### src/rtl/bbsm_pkg.sv
// Package for the Bark band spectral mask unit: payload structs, constants,
// band edge and threshold tables. No dependencies.
package bbsm_pkg;

  localparam int MaxFftLength = 2048;
  localparam int BandCount    = 24;
  localparam int SampleWidth  = 24;
  localparam int EnergyWidth  = 48;

  localparam logic [17:0] SampleRateReset = 18'd48000;
  localparam logic [11:0] FftLengthReset  = 12'd1024;
  localparam logic [15:0] ThrMultReset    = 16'd256;

  localparam logic [1:0] RegSampleRate = 2'd0;
  localparam logic [1:0] RegFftLength  = 2'd1;
  localparam logic [1:0] RegThrMult    = 2'd2;

  typedef struct packed {
    logic                          cmd;
    logic signed [SampleWidth-1:0] bin_real;
    logic signed [SampleWidth-1:0] bin_imag;
  } in_item_t;

  typedef struct packed {
    logic signed [SampleWidth-1:0] out_real;
    logic signed [SampleWidth-1:0] out_imag;
    logic                          out_masked;
    logic                          out_last;
    logic [10:0]                   masked_total;
  } out_item_t;

  typedef enum logic [2:0] {
    ST_IDLE, ST_BAND, ST_SQRT, ST_ACC, ST_READ, ST_CMP, ST_OUT
  } state_e;

  function automatic logic [13:0] edge_hz(input logic [4:0] k);
    logic [13:0] e;
    case (k)
      5'd0: e = 14'd101;    5'd1: e = 14'd204;    5'd2: e = 14'd309;
      5'd3: e = 14'd417;    5'd4: e = 14'd531;    5'd5: e = 14'd651;
      5'd6: e = 14'd781;    5'd7: e = 14'd922;    5'd8: e = 14'd1079;
      5'd9: e = 14'd1255;   5'd10: e = 14'd1456;  5'd11: e = 14'd1691;
      5'd12: e = 14'd1968;  5'd13: e = 14'd2303;  5'd14: e = 14'd2711;
      5'd15: e = 14'd3211;  5'd16: e = 14'd3822;  5'd17: e = 14'd4554;
      5'd18: e = 14'd5412;  5'd19: e = 14'd6414;  5'd20: e = 14'd7617;
      5'd21: e = 14'd9167;  5'd22: e = 14'd11415; 5'd23: e = 14'd15429;
      default: e = 14'd0;
    endcase
    return e;
  endfunction

  function automatic logic [11:0] thr2(input logic [4:0] k);
    logic [11:0] t;
    case (k)
      5'd0: t = 12'd1000; 5'd1: t = 12'd600;  5'd2: t = 12'd300;
      5'd3: t = 12'd200;  5'd4: t = 12'd100;  5'd5: t = 12'd40;
      5'd6: t = 12'd20;   5'd7: t = 12'd10;   5'd8: t = 12'd4;
      5'd9: t = 12'd2;    5'd10: t = 12'd1;   5'd11: t = 12'd1;
      5'd12: t = 12'd1;   5'd13: t = 12'd2;   5'd14: t = 12'd4;
      5'd15: t = 12'd10;  5'd16: t = 12'd20;  5'd17: t = 12'd40;
      5'd18: t = 12'd100; 5'd19: t = 12'd200; 5'd20: t = 12'd400;
      5'd21: t = 12'd1000; 5'd22: t = 12'd2000; 5'd23: t = 12'd4000;
      default: t = 12'd0;
    endcase
    return t;
  endfunction

endpackage

### src/rtl/bbsm_isqrt.sv
// Bit-serial magnitude unit: squares two samples by shift-and-add, one
// multiplier bit per cycle, then takes the integer square root bit by bit.
// Depends on bbsm_pkg.
module bbsm_isqrt #(
  parameter int SampleWidth = bbsm_pkg::SampleWidth
) (
  input  logic                   clk_i,
  input  logic                   rst_ni,
  input  logic                   start_i,
  input  logic [SampleWidth-1:0] re_i,
  input  logic [SampleWidth-1:0] im_i,
  output logic                   done_o,
  output logic [SampleWidth:0]   mag_o
);
  localparam int AW = SampleWidth;          // magnitude bits of |x|
  localparam int SW = 2 * AW + 2;           // sum of squares, even
  localparam int RW = SW / 2;
  localparam int CW = $clog2(AW + RW + 1);

  logic [AW:0]   ma_q, ma_d, mb_q, mb_d;    // shifting multipliers
  logic [SW-1:0] v_q, v_d;                  // accumulated sum, then shifted into the root
  logic [SW-1:0] pa_q, pa_d, pb_q, pb_d;    // shifted multiplicands
  logic [RW:0]   r_q, r_d;
  logic [SW-1:0] rem_q, rem_d;
  logic [CW-1:0] cnt_q, cnt_d;
  logic          busy_q, busy_d, sq_q, sq_d, done_q, done_d;
  logic [AW:0]   abs_re, abs_im;
  logic [SW+1:0] trial;
  logic [SW+1:0] rem_sh;

  assign abs_re = re_i[AW-1] ? ({1'b0, ~re_i} + 1'b1) : {1'b0, re_i};
  assign abs_im = im_i[AW-1] ? ({1'b0, ~im_i} + 1'b1) : {1'b0, im_i};
  // Next remainder window brings in the top two bits of v.
  assign rem_sh = {rem_q, v_q[SW-1 -: 2]};
  assign trial  = {{(SW+1-RW-2){1'b0}}, r_q, 2'b01};

  always_comb begin
    ma_d = ma_q; mb_d = mb_q; v_d = v_q;
    pa_d = pa_q; pb_d = pb_q; r_d = r_q; rem_d = rem_q; cnt_d = cnt_q;
    busy_d = busy_q; sq_d = sq_q; done_d = 1'b0;
    if (start_i && !busy_q) begin
      ma_d = abs_re; mb_d = abs_im;
      pa_d = {{(SW-AW-1){1'b0}}, abs_re};
      pb_d = {{(SW-AW-1){1'b0}}, abs_im};
      v_d = '0; r_d = '0; rem_d = '0;
      cnt_d = CW'(AW + 1); busy_d = 1'b1; sq_d = 1'b1;
    end else if (busy_q && sq_q) begin
      // Add one partial product of each square.
      v_d = v_q + (ma_q[0] ? pa_q : '0) + (mb_q[0] ? pb_q : '0);
      ma_d = ma_q >> 1; mb_d = mb_q >> 1;
      pa_d = pa_q << 1; pb_d = pb_q << 1;
      cnt_d = cnt_q - 1'b1;
      if (cnt_q == CW'(1)) begin
        sq_d = 1'b0; cnt_d = CW'(RW);
      end
    end else if (busy_q) begin
      // Restoring root: one result bit per cycle.
      v_d = v_q << 2;
      if (rem_sh >= trial) begin
        rem_d = SW'(rem_sh - trial);
        r_d   = {r_q[RW-1:0], 1'b1};
      end else begin
        rem_d = SW'(rem_sh);
        r_d   = {r_q[RW-1:0], 1'b0};
      end
      cnt_d = cnt_q - 1'b1;
      if (cnt_q == CW'(1)) begin
        busy_d = 1'b0; done_d = 1'b1;
      end
    end
  end

  always_ff @(posedge clk_i or negedge rst_ni) begin
    if (!rst_ni) begin
      busy_q <= 1'b0; sq_q <= 1'b0; done_q <= 1'b0; cnt_q <= '0;
    end else begin
      busy_q <= busy_d; sq_q <= sq_d; done_q <= done_d; cnt_q <= cnt_d;
    end
  end

  always_ff @(posedge clk_i) begin
    ma_q <= ma_d; mb_q <= mb_d; v_q <= v_d;
    pa_q <= pa_d; pb_q <= pb_d; r_q <= r_d; rem_q <= rem_d;
  end

  assign done_o = done_q;
  assign mag_o  = r_q[AW:0];
endmodule

### config.mk
export PLATFORM = sky130hd
export DESIGN_NAME = bbsm_isqrt
export DESIGN_NICKNAME = d
export VERILOG_FILES = /design/src/rtl/bbsm_pkg.sv /design/src/rtl/bbsm_isqrt.sv
export SDC_FILE = /design/constraint.sdc
export NUM_CORES = 1
export LEC_CHECK = 0
export BUFFER_PORTS_ARGS = -buffer_cell sky130_fd_sc_hd__buf_2
export CAP_MARGIN = 15
export CORE_MARGIN = 2
export CORE_UTILIZATION = 50
export CTS_BUF_LIST = sky130_fd_sc_hd__clkbuf_4
export DETAILED_ROUTE_END_ITERATION = 8
export PLACE_DENSITY_LB_ADDON = 0.05
export SLEW_MARGIN = 20
export SYNTH_ARGS = -nofsm -noshare
export SYNTH_HDL_FRONTEND = slang
export SYNTH_SLANG_ARGS = --single-unit
### constraint.sdc
create_clock -name clk_i -period 5.65 [get_ports clk_i]
set_input_delay 0.8475 -clock clk_i [delete_from_list [all_inputs] [get_ports clk_i]]
set_output_delay 0.8475 -clock clk_i [all_outputs]
set_load 0.1 [all_outputs]
# After elaboration in Yosys (flattened, before gate mapping)
# Index checks and enable logic that the tools add are counted.
[totals]
regBits = 285
in_bits = 51
out_inout_bits = 26
wordCells = 65
[op_classes]
n_addsub = 6
order_cmp = 1
n_eq_ne = 2
muxes = 31
bitwise = 3
n_reduce_logical = 9
[op_table]
columns = ["op", "n"]
rows = [
  ["$mux W25", 10],
  ["$mux W50", 5],
  ["$add A50 B50 Y50", 2],
  ["$ge A52 B28 Y1", 1],
  ["$add A24 B1 Y25 const B", 2],
  ["$sub A50 B28 Y50", 1],
  ["$not A24 Y24", 2],
  ["$mux W6", 4],
  ["$mux W1", 12],
  ["$eq A6 B1 Y1 const B", 1],
  ["$reduce_bool A2 Y1", 3],
  ["$sub A6 B1 Y6 const B", 1],
  ["$reduce_and A2 Y1", 2],
  ["$reduce_bool A3 Y1", 1],
  ["$logic_and A1 B1 Y1", 2],
  ["$ne A2 B2 Y1 const B", 1],
  ["$logic_not A1 Y1", 1],
  ["$not A1 Y1", 1],
]

# Depth between registers and ports, before layout
# Gate-level depths: netlist (run 1).
[logic_depth]
ltp_word = 5
ltp_mapped = 16
mapped_depth_nobuf = 14

# Worst setup path before layout (run 1)
# No wires, ideal clock.
[synth_timing]
path_kind = "register to register"
startpoint = "reg ma_q[0]"
endpoint = "reg v_q[49]"
t_arrival_ns = 4.088
required_time_ns = 5.528
path_slack_ns = 1.440
path_stages_with_launch = 16
n_path_buf = 1
synth_period_minus_slack_ns = 4.210
path_cell_list = "edfxtp_1 -> clkbuf_1 -> and2_1 -> fa_1 -> ha_1 -> fa_1 -> a21o_1 -> a221oi_1 -> o211ai_1 -> a21oi_1 -> nor4_1 -> o31a_1 -> a21bo_2 -> o41ai_1 -> xnor2_1 -> o21ai_1"
[synth_via]
elab_chain_len = 4
[synth_lines]
columns = ["item", "line", "text"]
rows = [
  ["start, declared", "bbsm_isqrt.sv:20", "logic [AW:0] ma_q, ma_d, mb_q, mb_d;"],
  ["start signal, assigned", "bbsm_isqrt.sv:82", "ma_q <= ma_d; mb_q <= mb_d; v_q <= v_d;"],
  ["$mux W50", "bbsm_isqrt.sv:49", "v_d = v_q + (ma_q[0] ? pa_q : '0) + (mb_q[0] ? pb_q : '0);"],
  ["$add A50 B50 Y50 (2 in series)", "bbsm_isqrt.sv:49", ""],
  ["$mux W50", "bbsm_isqrt.sv:47", "end else if (busy_q && sq_q) begin"],
  ["end signal, assigned", "bbsm_isqrt.sv:82", ""],
  ["end, declared", "bbsm_isqrt.sv:21", "logic [SW-1:0] v_q, v_d;"],
]
# No other way between the ends.
# A chain may end at the register's enable or synchronous reset.

# Worst setup path after layout (run 1)
# Same ends and word-level chain as after synthesis.

==> results of run 1 <==
==> cell usage after synthesis, drive strengths merged (7+ instances only) <==
library cell | instances | share of area
o41ai | 8 | 0.0039
nor2b | 13 | 0.0045
mux2i | 21 | 0.012
or3 | 9 | 0.0031
a22o | 54 | 0.026
o21bai | 10 | 0.0041
o31ai | 17 | 0.0073
a21oi | 151 | 0.042
xnor2 | 63 | 0.030
buf | 41 | 0.015
edfxtp | 100 | 0.17
nand2 | 201 | 0.042
dfxtp | 176 | 0.19
fa | 50 | 0.055
nor3 | 35 | 0.011
a31o | 7 | 0.0034
nand4 | 20 | 0.0073
nor4 | 14 | 0.0060
o211ai | 15 | 0.0062
inv | 54 | 0.011
a31oi | 15 | 0.0052
and3 | 16 | 0.0055
nor2 | 117 | 0.024
and2 | 106 | 0.037
a22oi | 25 | 0.010
nand2b | 11 | 0.0038
dfrtp | 9 | 0.012
a21o | 48 | 0.020
o21a | 94 | 0.039
clkbuf | 95 | 0.020
ha | 80 | 0.055
o21ai | 141 | 0.039
or2 | 7 | 0.0024
or4 | 16 | 0.0068
nand3 | 28 | 0.0077
xor2 | 61 | 0.029
a211oi | 15 | 0.0062
==> how the worst max path moves through the flow <==
stage               startpoint  endpoint  slack, ps  cells past startpoint
floorplan              ma_q[0]   v_q[49]       1440                     15
global placement       ma_q[0]   v_q[49]        950                     14
detailed placement     ma_q[0]   v_q[49]        830                     14
CTS                    ma_q[0]   v_q[49]        850                     14
global route           ma_q[0]   v_q[49]        490                     14
finish                 ma_q[0]   v_q[49]        890                     14
==> layout by cell type (no fill, tap or decap), types with 15 or more instances in the layout <==
cell type  instances
a211oi_1          15
a21o_1            48
a21oi_1          150
a22o_1            54
a22oi_1           25
a31oi_1           15
and2_1           106
and3_1            16
buf_2             76
buf_4             18
clkbuf_4         116
clkinv_1          15
dfxtp_1          176
edfxtp_1         100
fa_1              50
ha_1              80
inv_1             52
mux2i_1           21
nand2_1          200
nand3_1           28
nand4_1           19
nor2_1           113
nor3_1            32
o211ai_1          15
o21a_1            94
o21ai_0          137
o31ai_1           16
or4_1             15
xnor2_1           63
xor2_1            61
==> worst register-to-register path: stages (launching register included) <==
cell and delay, ps:
edfxtp_1 380, buf_4 370, and2_1 230, fa_1 420, ha_1 370, a21o_1 210
a221oi_1 570, o211ai_1 270, a21oi_1 400, nor4_1 130, o31a_1 400, a21bo_2 270
o41ai_1 380, xnor2_1 170, o21ai_1 70
==> layout make-up <==
type / instances / area [um^2] / area share
multi-input combinational: 1523 / 10600 / 0.537
antenna: 1 / 2.50 / 0.000127
timing repair buffer: 97 / 566 / 0.0287
clock inverter: 27 / 168 / 0.00850
clock buffer: 116 / 871 / 0.0442
sequential: 285 / 6750 / 0.342
inverter: 54 / 205 / 0.0104
tap: 461 / 577 / 0.0292
==> sequential cells by signal, indices dropped and copies added, names as in the netlist, 6 cells and up <==
signal	count
pa_q	50
pb_q	50
rem_q	50
v_q	50
r_q	26
ma_q	25
mb_q	25
cnt_q	6
==> metal layers <==
layer	track usage	part of all wire	vias up	routed length [um]
met1	0.322	0.48	6967	21200
li1	-	-	7330	-
met4	0.0815	0.024	0	1070
met3	0.0449	0.045	65	1990
met5	0	0	-	0
met2	0.386	0.45	318	19900
==> per-stage QoR <==
stage | instance area [um^2] | hold WS, ps | utilization | std cells
2_1_floorplan | 18100 | 436 | - | 1998
3_3_place_gp | 18700 | 448 | 0.524 | 2419
3_5_place_dp | 18700 | 452 | 0.524 | 2419
4_1_cts | 19700 | 395 | 0.553 | 2563
5_1_grt | 19700 | 428 | 0.553 | 2564
6_report | 19700 | 467 | 0.553 | 2564
==> timing repair <==
item / in CTS / in global routing
endpoints found under the setup margin: 0 / 0
hold buffers: 1 / 0
hold endpoints to repair: 9 / 0
setup buffers: 0 / 0
==> cells by family after synthesis <==
kind of cell	count (synthesis)	share of synthesized area
AOI/OAI and AO/OA	637	0.231
xor gates and xnor gates	124	0.0599
adders and majority gates	130	0.110
buffers and inverters	190	0.0456
DFF	285	0.373
muxes	23	0.0128
other	1	0.000207
and+or+nand+nor	607	0.168
==> summary.md, run 1 <==
| Metric | Value |
|---|---|
| Final hold violation count | `0` |
| Share of layout cells above drive strength 1 | `0.122` |
| Pre-CTS setup slack | `between 800 and 900 ps` |
| Cells after Synth | `1997` |
| RSZ-0062 raised after global routing | `false` |
| Die Y | `194 um` |
| Kind of critical path | `reg2reg` |
| Area growth syn-to-layout | `8.85%` |
| Clock slew seen by the registers of the worst setup and hold paths | `60 ps` |
| Critical hold path startpoint | `r_q[25]` |
| Status | `complete, but fails checks` |
| Row count | `69` |
| Max-Cap Viols | `0` |
| Clock buffer depth | `3` |
| Setup ws final | `just under 900 ps` |
| Final setup violation count | `0` |
| Sequential fraction of the synthesis area | `0.373` |
| DP HPWL | `31.6 mm` |
| H-tree Lvls | `3` |
| Hold Path End | `r_q[25]` |
| FF-to-FF path depth | `14` |
| Ys flop type | `dfxtp_1` |
| Startpoint types | `flip-flop` |
| R2R Path Start | `ma_q[0]` |
| Mean Syn Cell Area | `9.07 um^2` |
| Slew Limit Fails | `0` |
| #FFs+latches synth | `285` |
| Initial Util | `0.508` |
| Largest net degree at the start of global routing | `65` |
| Number of remaining DRC errors | `3` |
| Final antenna-violating net count | `0` |
| Setup TNS | `0 ps` |
| Hold path depth | `2` |
| Clk root buf | `clkbuf_4` |
| Worst slew pin tran | `1020 ps` |
| Vias in the first global route | `14.6k` |
| DR iter-0 viols | `741` |
| Initial antenna violation count | `1` |
| Slew margin rel. | `0.317` |
| Top Family by Delay on Critical Path | `compound AO/OA/AOI/OAI gates` |
| Port Buffers | `76` |
| Slowest-stage cell, CP | `a221oi_1` |
| GPL Wtd Cong | `0.877` |
| GRT Overall Usage | `0.239` |
| Cell variety after synth | `76` |
| Fillers | `3361` |
| Post-DR wirelength/cell | `about 17 um` |
| Setup crit end kind | `flip-flop` |
| Fmax | `approximately 0.21 GHz` |
| R2R setup slack | `890 ps` |
| FFs w/ async S/R, synth | `0.0316` |
| Crit path time final | `4760 ps` |
| Worst skew pair latency | `760 ps` |
| Vias/cell | `5.73` |
| Failing checks | `DRC` |
| Number of flops mapped to enable cells by yosys | `100` |
| First-pass GRT wire length | `74.1 mm` |
| Slowest cell delay on critical path | `between 500 and 600 ps` |
| Clock Skew | `roughly 42 ps` |
| Clock tree from TritonCTS | `built` |
| Core area | `35700 um^2` |
| Reg-to-reg endpoint | `v_q[49]` |
| Die Wd | `194 um` |
| I/O pins | `77` |
| Req. time, crit path | `6260 ps` |
| Synth warn | `0` |
| CTS-repair resized insts | `0` |
| Period Utilization, post-route | `0.842` |
| Overflow left after global routing | `0` |
| Total wire length | `44.1 mm` |
| CP Cell Sequence | `buf_4, and2_1, fa_1, ha_1, a21o_1, a221oi_1, o211ai_1, a21oi_1, nor4_1, o31a_1, a21bo_2, o41ai_1, xnor2_1, o21ai_1` |
| Total die area | `37800 um^2` |
| Worst-path fanout max | `47` |
| Worst Hold Class | `reg2reg` |
| TritonRoute pass-1 iters | `7` |
| Layout Nets | `2224` |
| Via count | `~15k` |
| Number of buffers created by CTS | `82` |
| CP arrival | `5370 ps` |
| Sink Count | `roughly 290` |
| WP buf/inv | `1` |
| Post-Synthesis Cell Area | `18100 um^2` |
Power of run 1 is left out: the tool's default activity adds up to more than one toggle a clock period on the data nets, which glitch-free logic cannot reach.
==> run 2: changes to the inputs <==
--- a/config.mk
+++ b/config.mk
@@ -5,6 +5,7 @@
 export SDC_FILE = /design/constraint.sdc
 export NUM_CORES = 1
 export LEC_CHECK = 0
+export ABC_AREA = 1
 export BUFFER_PORTS_ARGS = -buffer_cell sky130_fd_sc_hd__buf_2
 export CAP_MARGIN = 15
 export CORE_MARGIN = 2
==> constraint.sdc (replaced) <==
create_clock -name clk_i -period 4.3 [get_ports clk_i]
set_input_delay 0.645 -clock clk_i [delete_from_list [all_inputs] [get_ports clk_i]]
set_output_delay 0.645 -clock clk_i [all_outputs]
set_load 0.1 [all_outputs]
==> summary.md, run 2 <==
| Metric | Value |
|---|---|
| Status | `finished, final reports clean` |
| Core area | `41900 um^2` |
| Commonest cells after routing, fill and taps aside | `1023 x nand2_1, 561 x inv_1, 247 x nor2_1, 195 x a21oi_1, 179 x nand3_1` |
| Row count | `75` |
| Final antenna-violating net count | `0` |
| #FFs+latches synth | `roughly 290` |
| Fillers | `4312` |
| Share of layout cells above drive strength 1 | `0.0884` |
| TritonRoute pass-1 iters | `6` |
| Initial Util | `0.505` |
| Setup TNS | `0 ps` |
| Worst skew pair latency | `830 ps` |
| Most common cell after layout, fill and taps aside | `nand2_1` |
| Sink Count | `285` |
| H-tree Lvls | `3` |
| Worst Hold Class | `in2reg` |
| Crit path time final | `3680 ps` |
| Worst-path fanout max | `41` |
| Clock tree from TritonCTS | `built` |
| Post-DR wirelength/cell | `17.3 um` |
| Clock buffer depth | `3` |
| Max-Cap Viols | `0` |
| Post-synth top area share | `0.182` |
| Vias in the first global route | `20.0k` |
| Largest net degree at the start of global routing | `125` |
| FFs w/ async S/R, synth | `0.0316` |
| Number of flops mapped to enable cells by yosys | `100` |
| RSZ-0062 raised after global routing | `false` |
| First-pass GRT wire length | `107 mm` |
| Kind of critical path | `reg2reg` |
| Die Wd | `about 210 um` |
| CP arrival | `4350 ps` |
| Port Buffers | `76` |
| Synth warn | `0` |
| Vias/cell | `about 5.3` |
| Clock slew seen by the registers of the worst setup and hold paths | `about 70 ps` |
| Initial antenna violation count | `3` |
| Utilization after layout | `0.546` |
| Final setup violation count | `0` |
| CTS-repair resized insts | `0` |
| Largest cells by area after synthesis | `nand2_1 18%, dfxtp_1 17%, edfxtp_1 14%` |
| Clock Skew | `43.4 ps` |
| Die Y | `210 um` |
| Period Utilization, post-route | `0.856` |
| Via count | `20.7k` |
| Number of remaining DRC errors | `0` |
| Overflow left after global routing | `0` |
| Total wire length | `approximately 67 mm` |
| Final hold violation count | `0` |
| GPL Wtd Cong | `0.983` |
| Sequential fraction of the synthesis area | `0.319` |
| Fmax | `0.272 GHz` |
| Layout Nets | `3467` |
| Ys flop type | `dfxtp_1` |
| Area growth syn-to-layout | `8.12%` |
| Number of buffers created by CTS | `80` |
| Leading area contributor after synthesis | `nand2_1` |
| DR iter-0 viols | `1666` |
| Cell variety after synth | `52` |
| Slew Limit Fails | `0` |
| Mean Syn Cell Area | `about 6.5 um^2` |
| Req. time, crit path | `between 4000 and 5000 ps` |
| GRT Overall Usage | `0.309` |
| Most common cell in the netlist | `nand2_1` |
| Startpoint types | `flip-flop` |
| Cells after Synth | `3229` |
| I/O pins | `77` |
| Commonest cells in the synthesized netlist | `1024 x nand2_1, 561 x inv_1, 250 x nor2_1` |
| Total die area | `43900 um^2` |
| Post-Synthesis Cell Area | `21100 um^2` |
| Clk root buf | `clkbuf_4` |
| DP HPWL | `51.4 mm` |
| Slew margin rel. | `0.360` |
| Setup crit end kind | `flip-flop` |
| Post-CTS Setup Repair Bufs | `0` |
| Worst slew pin tran | `954 ps` |
[run 2: metrics by stage]
| stage | worst slack, ps | hold WS, ps | std cells | instance area [um^2] |
|---|---|---|---|---|
| 4_1_cts | 674 | 128 | 3888 | 22800 |
| 3_3_place_gp | 616 | 472 | 3742 | 21800 |
| 2_1_floorplan | 1260 | 349 | 3230 | 21100 |
| 3_5_place_dp | 748 | 470 | 3742 | 21800 |
| 6_report | 620 | 212 | 3891 | 22800 |
| 5_1_grt | 395 | 142 | 3891 | 22800 |
[run 2: cells by family (layout without fill, tap and decap cells)]
kind of cell / after synthesis / after routing / share of synthesized area
AOI/OAI and AO/OA: 487 / 487 / 0.126
xor gates and xnor gates: 26 / 26 / 0.0108
adders and majority gates: 130 / 130 / 0.0947
buffers and inverters: 694 / 813 / 0.130
DFF: 285 / 285 / 0.319
other: 1 / 5 / 0.000177
and+or+nand+nor: 1606 / 1606 / 0.319
[run 2: repair_timing]
action | CTS | global route
hold buffers | 1 | 0
hold endpoints to repair | 9 | 0
endpoints found under the setup margin | 0 | 0
[run 2: final cells by class]
class,count,area [um^2],share of cell area
multi-input cells,2251,11700,0.511
repair buffers,95,563,0.0246
clock inverters,22,104,0.00455
diodes,3,7.51,0.000329
clock buffers,123,923,0.0404
inverters,573,2160,0.0945
well taps,539,674,0.0295
flip-flops and latches,285,6750,0.296
[run 2: worst paths after layout]
check                        start  endpoint  slack, ps  cells after the start
max                        mb_q[0]   v_q[42]        620                     14
min                        re_i[8]   pa_q[8]        210                      3
max reg2reg                mb_q[0]   v_q[42]        620                     14
min reg2reg                r_q[13]   r_q[14]        470                      2
max in group asynchronous   rst_ni    busy_q       3830                      2
min in group asynchronous   rst_ni  cnt_q[3]        280                      2
[run 2: routing by layer]
layer | track usage | part of all wire | vias to the layer above
met4 | 0.103 | 0.029 | 0
met5 | 0 | 0 | -
met2 | 0.504 | 0.45 | 626
met1 | 0.421 | 0.46 | 9575
met3 | 0.0482 | 0.060 | 123
li1 | - | - | 10361
[run 2: critical path: stages, from the launching register on]
cell,delay (ps)
edfxtp_1,540
buf_12,260
nand2_1,80
inv_1,70
fa_1,410
ha_1,430
nand2_1,140
nor2_1,250
nand2_1,180
nor4_1,520
nand3_1,270
nand3_1,160
nand2_1,60
nand3_1,70
nand2_1,70
Power of run 2 is left out for the same reason.
==> run 3: changes to the inputs <==
--- a/config.mk
+++ b/config.mk
@@ -6,7 +6,7 @@
 export NUM_CORES = 1
 export LEC_CHECK = 0
 export ABC_AREA = 1
-export BUFFER_PORTS_ARGS = -buffer_cell sky130_fd_sc_hd__buf_2
+export BUFFER_PORTS_ARGS = -buffer_cell sky130_fd_sc_hd__buf_4
 export CAP_MARGIN = 15
 export CORE_MARGIN = 2
 export CORE_UTILIZATION = 50
==> summary.md, run 3 (same netlist as run 2, synthesis figures left out) <==
| Metric | Value |
|---|---|
| Status | `finished, final reports clean` |
| Slowest cell delay on critical path | `550 ps` |
| R2R Path Start | `mb_q[0]` |
| Setup TNS | `0 ps` |
| DR iter-0 viols | `approximately 1.6k` |
| Final antenna-violating net count | `0` |
| Hold Slack | `201 ps` |
| Worst slew pin tran | `approximately 1100 ps` |
| Vias in the first global route | `between 20k and 25k` |
| Via count | `20.9k` |
| Layout Nets | `3479` |
| Die Y | `210 um` |
| Kind of critical path | `reg2reg` |
| Initial Util | `0.505` |
| Most common cell after layout, fill and taps aside | `nand2_1` |
| Core area | `41900 um^2` |
| Total die area | `roughly 44000 um^2` |
| H-tree Lvls | `3` |
| Crit path time final | `around 3600 ps` |
| Final non-filler cell area | `~23000 um^2` |
| Overflow left after global routing | `0` |
| Reg-to-reg endpoint | `v_q[42]` |
| First-pass GRT wire length | `between 100 and 150 mm` |
| Commonest cells after routing, fill and taps aside | `1023 x nand2_1, 561 x inv_1, 247 x nor2_1, 195 x a21oi_1, 179 x nand3_1` |
| Period Utilization, post-route | `0.828` |
| TritonRoute pass-1 iters | `6` |
| Worst Hold Class | `in2reg` |
| GRT Overall Usage | `0.311` |
| Clock Skew | `56.2 ps` |
| Utilization after layout | `0.555` |
| Req. time, crit path | `5000 ps` |
| Post-DP Area | `about 22000 um^2` |
| CP Cell Sequence | `buf_12, nand2_1, inv_1, fa_1, ha_1, nand2_1, nor2_1, nand2_1, nor4_1, nand3_1, nand3_1, nand2_1, nand3_1, nand2_1` |
| Final setup violation count | `0` |
| Hold Path End | `pa_q[20]` |
| Critical hold path startpoint | `re_i[20]` |
| CP arrival | `between 4000 and 5000 ps` |
| Final hold violation count | `0` |
| I/O pins | `77` |
| Worst-path fanout max | `41` |
| Share of layout cells above drive strength 1 | `0.0930` |
| Worst skew pair latency | `850 ps` |
| Hold path depth | `3` |
| Die Wd | `210 um` |
| Post-DR wirelength/cell | `between 15 and 20 um` |
| RSZ-0062 raised after global routing | `false` |
| Fillers | `4311` |
| Vias/cell | `5.35` |
| Slowest-stage cell, CP | `edfxtp_1` |
| Setup crit end kind | `flip-flop` |
| Most used cell, CP | `nand2_1` |
| Number of remaining DRC errors | `0` |
| Startpoint types | `flip-flop` |
| Post-CTS Setup Repair Bufs | `0` |
| Slew margin rel. | `0.241` |
| GPL Wtd Cong | `0.989` |
| Max-Cap Viols | `0` |
| Clock slew seen by the registers of the worst setup and hold paths | `60 ps` |
| Slew Limit Fails | `0` |
| DP HPWL | `51.3 mm` |
| Clock tree from TritonCTS | `built` |
| Port Buffers | `between 70 and 80` |
| Fmax | `~0.28 GHz` |
| Row count | `75` |
| Total wire length | `about 67 mm` |
| FF-to-FF path depth | `14` |
| Largest net degree at the start of global routing | `121` |
| Clock buffer depth | `3` |
| R2R setup slack | `740 ps` |
| Clk root buf | `clkbuf_4` |
| Initial antenna violation count | `2` |
| Sink Count | `approximately 290` |
| Area growth syn-to-layout | `10.0%` |
| Number of buffers created by CTS | `83` |
## run 3: layout make-up
type | count | area, um^2 | share of cell area
Multi-Input combinational cell | 2251 | 11700 | 0.502
Sequential cell | 285 | 6750 | 0.290
Inverter | 573 | 2160 | 0.0928
Clock buffer | 129 | 968 | 0.0417
Timing Repair Buffer | 104 | 833 | 0.0358
Tap cell | 539 | 674 | 0.0290
Clock inverter | 23 | 189 | 0.00813
Antenna cell | 3 | 7.51 | 0.000323
## run 3: what timing repair did
item	4_1_cts	5_1_grt
setup endpoints to repair	0	0
resized for setup	0	0
hold buffers	1	0
endpoints found under the hold margin	9	0
## run 3: per-stage QoR
stage,setup WS (ps),cells
after global routing,419,3907
final,738,3907
after CTS,679,3904
after global placement,663,3751
after floorplan,1260,3230
after detailed placement,699,3751
## run 3: critical path, delay by kind of cell (launching register included)
family	cells	cell delay, ps
adders and majority gates	2	800
and+or+nand+nor	10	1720
DFF	1	550
buffers and inverters	2	330
## run 3: how the worst max path moves through the flow
stage / start / end / slack [ps] / cells after the start
finish: mb_q[0] / v_q[42] / 740 / 14
global route: mb_q[0] / v_q[42] / 420 / 14
CTS: mb_q[0] / v_q[42] / 680 / 14
detailed placement: mb_q[0] / v_q[42] / 700 / 14
global placement: mb_q[0] / v_q[42] / 660 / 14
floorplan: ma_q[0] / v_q[28] / 1260 / 18
## run 3: routing by layer
metal	track usage	share of wire	vias to the layer above	wire (um)
li1	-	-	10394	-
met3	0.0521	0.062	154	4180
met1	0.411	0.45	9636	30300
met2	0.507	0.45	710	30300
met4	0.127	0.038	0	2560
met5	0	0	-	0
Power of run 3 is left out for the same reason.
